File: src/utf8_glyph_layout_defines.svh
// ---------------------------------------------------------------------------
// utf8 glyph layout assertion macros
// shared property wrappers on clk_i with the active-low reset
// ---------------------------------------------------------------------------
`ifndef UTF8_GLYPH_LAYOUT_DEFINES_SVH
`define UTF8_GLYPH_LAYOUT_DEFINES_SVH

// checked property, off while reset is asserted
`define UGL_ASSERT(lbl, prop, msg) \
  lbl: assert property (@(posedge clk_i) disable iff (!rst_ni) (prop)) \
    else $error(msg);

// checked property with an explicit disable condition
`define UGL_ASSERT_IF(lbl, dis, prop, msg) \
  lbl: assert property (@(posedge clk_i) disable iff ((!rst_ni) || (dis)) (prop)) \
    else $error(msg);

`endif

File: src/ugl_pkg.sv
// ---------------------------------------------------------------------------
// ugl_pkg
// types, constants and microcode program of the utf8 glyph layout block
// ---------------------------------------------------------------------------
`default_nettype none

package ugl_pkg;

  localparam int TABLE_DEPTH = 256;
  localparam int TAB_AW      = $clog2(TABLE_DEPTH);
  localparam int CNT_W       = TAB_AW + 1;
  localparam int COORD_BITS  = 16;
  localparam int CODE_W      = 32;
  localparam int GW_W        = 8;

  typedef enum logic [1:0] {
    OP_LOAD  = 2'd0,
    OP_BEGIN = 2'd1,
    OP_TEXT  = 2'd2,
    OP_END   = 2'd3
  } opcode_e;

  typedef enum logic {
    RK_DRAW = 1'b0,
    RK_END  = 1'b1
  } kind_e;

  typedef struct packed {
    logic [CODE_W-1:0] code;
    logic [GW_W-1:0]   width;
  } entry_t;

  // microcode steps
  typedef enum logic [2:0] {
    ST_IDLE   = 3'd0,
    ST_FIRST  = 3'd1,
    ST_LAST   = 3'd2,
    ST_MID0   = 3'd3,
    ST_BISECT = 3'd4,
    ST_DRAW   = 3'd5,
    ST_END    = 3'd6
  } step_e;

  typedef enum logic [1:0] {
    RD_NONE,
    RD_FIRST,
    RD_LAST,
    RD_MID
  } rd_e;

  typedef enum logic [1:0] {
    DO_NONE,
    DO_INIT,
    DO_BISECT
  } dop_e;

  typedef enum logic [2:0] {
    C_DISPATCH,
    C_EMPTY,
    C_LT,
    C_GT,
    C_BISECT,
    C_OUT_FREE
  } cond_e;

  typedef enum logic [1:0] {
    EM_NONE,
    EM_DRAW,
    EM_END
  } emit_e;

  typedef struct packed {
    logic  in_rdy;
    rd_e   rd;
    dop_e  op;
    cond_e cond;
    emit_e emit;
    step_e t_true;
    step_e t_false;
  } ctl_t;

  // datapath flags seen by the sequencer
  typedef struct packed {
    logic acc_text_done;
    logic acc_end;
    logic empty;
    logic code_lt;
    logic code_gt;
    logic code_eq;
    logic more;
    logic out_free;
  } sts_t;

  function automatic ctl_t ucode(step_e s);
    ctl_t w;
    w = '{in_rdy: 1'b0, rd: RD_NONE, op: DO_NONE, cond: C_EMPTY, emit: EM_NONE,
          t_true: ST_IDLE, t_false: ST_IDLE};
    unique case (s)
      ST_IDLE: begin
        w.in_rdy  = 1'b1;
        w.cond    = C_DISPATCH;
        w.t_true  = ST_FIRST;
        w.t_false = ST_END;
      end
      ST_FIRST: begin
        w.rd      = RD_FIRST;
        w.op      = DO_INIT;
        w.cond    = C_EMPTY;
        w.t_false = ST_LAST;
      end
      ST_LAST: begin
        w.rd      = RD_LAST;
        w.cond    = C_LT;
        w.t_false = ST_MID0;
      end
      ST_MID0: begin
        w.rd      = RD_MID;
        w.cond    = C_GT;
        w.t_false = ST_BISECT;
      end
      ST_BISECT: begin
        w.rd     = RD_MID;
        w.op     = DO_BISECT;
        w.cond   = C_BISECT;
        w.t_true = ST_DRAW;
      end
      ST_DRAW: begin
        w.emit = EM_DRAW;
        w.cond = C_OUT_FREE;
      end
      ST_END: begin
        w.emit = EM_END;
        w.cond = C_OUT_FREE;
      end
      default: begin
        w.cond = C_EMPTY;
      end
    endcase
    return w;
  endfunction

  // bytes still to come after a lead byte
  function automatic logic [1:0] lead_len(logic [7:0] b);
    logic [1:0] n;
    if ((b & 8'hf8) == 8'hf0) begin
      n = 2'd3;
    end else if ((b & 8'hf0) == 8'he0) begin
      n = 2'd2;
    end else if ((b & 8'he0) == 8'hc0) begin
      n = 2'd1;
    end else begin
      n = 2'd0;
    end
    return n;
  endfunction

endpackage

`default_nettype wire

File: src/ugl_useq.sv
// ---------------------------------------------------------------------------
// ugl_useq
// step counter and control store, picks the next step from datapath flags
// ---------------------------------------------------------------------------
`default_nettype none

module ugl_useq
  import ugl_pkg::*;
(
  input  wire logic clk_i,
  input  wire logic rst_ni,
  input  wire sts_t sts_i,
  output ctl_t      ctl_o
);

  step_e pc_q, pc_d;
  ctl_t  ctl;

  assign ctl   = ucode(pc_q);
  assign ctl_o = ctl;

  always_comb begin
    pc_d = pc_q;
    unique case (ctl.cond)
      C_DISPATCH: begin
        if (sts_i.acc_text_done) begin
          pc_d = ctl.t_true;
        end else if (sts_i.acc_end) begin
          pc_d = ctl.t_false;
        end
      end
      C_EMPTY:  pc_d = sts_i.empty   ? ctl.t_true : ctl.t_false;
      C_LT:     pc_d = sts_i.code_lt ? ctl.t_true : ctl.t_false;
      C_GT:     pc_d = sts_i.code_gt ? ctl.t_true : ctl.t_false;
      C_BISECT: begin
        if (sts_i.code_eq) begin
          pc_d = ctl.t_true;
        end else if (!sts_i.more) begin
          pc_d = ctl.t_false;
        end
      end
      C_OUT_FREE: begin
        if (sts_i.out_free) begin
          pc_d = ctl.t_true;
        end
      end
      default: pc_d = ST_IDLE;
    endcase
  end

  always_ff @(posedge clk_i or negedge rst_ni) begin
    if (!rst_ni) begin
      pc_q <= ST_IDLE;
    end else begin
      pc_q <= pc_d;
    end
  end

endmodule

`default_nettype wire

File: config.mk
export PLATFORM = sky130hd
export DESIGN_NAME = ugl_useq
export DESIGN_NICKNAME = d
export VERILOG_FILES = /design/src/utf8_glyph_layout_defines.svh /design/src/ugl_pkg.sv /design/src/ugl_useq.sv
export SDC_FILE = /design/constraint.sdc
export NUM_CORES = 1
export LEC_CHECK = 0
export BUFFER_PORTS_ARGS = -buffer_cell sky130_fd_sc_hd__buf_2
export CORE_AREA = 3 3 40 42
export DETAILED_ROUTE_END_ITERATION = 6
export DIE_AREA = 0 0 43 45
export SETUP_SLACK_MARGIN = 0.15
export SLEW_MARGIN = 20
export SYNTH_ARGS = -nofsm -noshare
export SYNTH_HDL_FRONTEND = slang
export SYNTH_SLANG_ARGS = --single-unit
File: constraint.sdc
create_clock -name clk_i -period 1.4 [get_ports clk_i]
set_clock_uncertainty 0.1 [all_clocks]
set_input_delay 0.07 -clock clk_i [delete_from_list [all_inputs] [get_ports clk_i]]
set_output_delay 0.07 -clock clk_i [all_outputs]
set_load 0.01 [all_outputs]
==> summary.txt <==
Power
  – Max rail drop VDD: 906 uV
  – Sequential Power Share: between 10% and 20%
  – PD cells: approximately 2400 nW/um^2
  – P_int: approximately 900 uW
  – Sw frac: 46.8%
  – NetSw: 789 uW
  – Clock group share of total power: between 9 and 10%
  – Combinational fraction of design power: between 70% and 80%
  – Lkg Pwr: roughly 0.37 nW

Timing
  – F_max: 0.732 GHz
  – Final Hold Slack: approximately 0.022 ns
  – Tmin final: between 1 and 1.5 ns
  – Final period utilization: 97.6%
  – Setup Viol. Count Final: 0
  – Max Slew Vio Count: 0
  – Final Hold Viols: 0
  – Unrepaired setup endpoints after global routing: true

Clock network
  – Clock root buffer master: clkbuf_4
  – Clock Tree Buf Depth: 2
  – CTS tree: built
  – CTS H-tree depth: 1
  – Clk_lat worst skew: between 0.2 and 0.25 ns
  – Clk slew on worst S/H paths: about 0.04 ns
  – Clk sinks: 3
  – CTS buffer count: 3

Critical path
  – Critical path class: register to register
  – Critical Path AT: 1.40 ns
  – CP Max Fanout: 10
  – Worst R2R Setup Slack: between 0.03 and 0.04 ns
  – Critical path startpoint category: register
  – Crit end category: register
  – Req. time, crit path: 1.43 ns
  – Cell count of the worst reg-to-reg path: 4

Die
  – Starting Density: between 20 and 30%
  – I/O Pins: 26
  – Chip Height: about 45 um
  – Die ar.: roughly 1900 sq um
  – Rows: 13
  – Core footprint: about 1300 sq um
  – Chip width: ~43 um

Route
  – DR pass1 iterations: 4
  – Vias: around 520
  – Routed length per instance: 11.7 um
  – Remaining antenna violation count: 0
  – DR vias/cell: approximately 5
  – Final WL: around 1200 um
  – Violation count after the first detailed-route iteration: 14
  – # DRC: 0

Global routing
  – First-pass GRT wire length: about 1700 um
  – Largest net degree at the start of global routing: 11
  – Number of global-route vias before repair: 409
  – Total Routing Usage GR: about an eighth
  – Overflow left after global routing: 0
  – Initial antenna violation count: 0

Placed design
  – Routability Congestion: approximately 0.86
  – Placed cell areas: 551 sq um
  – # port buffers: 24
  – Placed Cells: between 90 and 100
  – Post-DP HPWL: roughly 850 um

Logic synthesis
  – Post-synthesis register bit count: 3
  – Synth area leader: dfrtp_1
  – Number of distinct library cells after synthesis: 27
  – Top post-synthesis cells by area: dfrtp_1 20%, mux2i_1 13%, buf_4 5.9%, nand2_1 5.9%, nor2_1 4.9%
  – Net Count, Synth: 64
  – Yosys top cell area share: 19.7%
  – Syn Area/Cell: about 7 sq um
  – Mapped Cells: 54
  – Yosys Warn Count: 0
  – Syn Std Cell Area: roughly 380 sq um
  – Seq/Total Area, Yosys: between 10% and 20%

Final layout
  – Final net count: 101
  – Top reg by flops: pc_q
  – Max reg flops: 3
  – Final Non-Filler Cells: 105
  – Commonest non-fill, non-tap cell in the layout: buf_2
  – Area growth syn-to-layout: 80.9%
  – Layout cells sized above 1: between 60% and 70%
  – Post-route cell area: between 600 and 700 sq um
  – Top flop regs: pc_q: 3 flops
  – Fillers: between 100 and 150
  – # diodes: 0
  – Utilization after layout: between 50% and 60%
  – Commonest non-fill, non-tap cells in the layout: 23 x buf_2, 7 x buf_4, 6 x buf_6

Min path
  – Hold depth: 3
  – Hold Path Class: input pin to register

Flow run
  – Maxcap violations: 0

Status
  – Outcome: completed
logic make-up after synthesis:
family / share of synthesized area, %
buffers and inverters: 14.8
AOI/OAI and AO/OA: 23.7
DFF: 19.7
and+or+nand+nor: 27.6
muxes: 13.2
other: 0.986
cell type report:
class,count,area [sq um],share of cell area [%]
clock buffer,4,26.3,3.82
inverter,5,23.8,3.45
multi-input combinational,40,288,41.8
sequential,3,76.3,11.1
tap,15,18.8,2.73
timing repair buffer,38,255,37.1
cell usage after synthesis:
master,count
buf_2,2
conb_1,1
nor3_1,2
nand2_4,1
and2_1,1
a311oi_2,1
nor4_1,1
nor2_1,5
inv_2,2
dfrtp_1,3
nand2_2,1
nand2b_1,1
buf_4,3
clkinv_2,1
mux2i_1,5
inv_1,2
o221a_1,1
clkbuf_1,1
nor2b_1,1
a21oi_1,3
o32a_1,1
o21ai_1,3
o311ai_0,1
nand3_1,1
and3_1,1
nand2_1,6
o21ai_0,3
layer usage:
metal | share of wire [%] | global-route usage [%]
met5 | 0 | 0
met4 | 1.1 | 9.04
met3 | 6.5 | 3.59
met2 | 53 | 19.8
met1 | 40 | 14.1
what timing repair did:
action | 4_1_cts | 5_1_grt
resized for setup | 6 | 10
pin swaps | 1 | 2
hold buffers | 2 | 0
setup endpoints to repair | 17 | 16
buffers inserted | 4 | 1
endpoints found under the hold margin | 4 | 0
worst paths after layout:
check	from	to
worst max-delay path	pc_q[2]	pc_q[1]
worst min-delay path	sts_i[6]	pc_q[2]
worst max register to register	pc_q[2]	pc_q[1]
worst min register to register	pc_q[2]	pc_q[2]
max in group asynchronous	rst_ni	pc_q[2]
min in group asynchronous	rst_ni	pc_q[2]
power by group through the flow:
stage                     Sequential (mW)  Clock (mW)  Combinational (mW)
after floorplan                     0.160           0               0.724
after global placement              0.179           0                1.09
after detailed placement            0.182           0                1.09
after CTS                           0.181       0.162                1.22
after global routing                0.193       0.167                1.46
final                               0.186       0.155                1.34
stage by stage:
stage,power [mW],setup slack [ns],TNS (ns)
floorplan,0.884,0.0615,0
global placement,1.27,0.0401,0
detailed placement,1.28,0.0249,0
CTS,1.57,0.0541,0
global route,1.82,-0.0825,-0.103
finish,1.69,0.0333,0
critical path, stage by stage, from the launching register on:
cell and delay (ns):
dfrtp_2 0.41, buf_4 0.21, nand2_4 0.08, o221a_1 0.26
a311oi_2 0.20
Note: power is estimated with default switching activity, not from simulation.
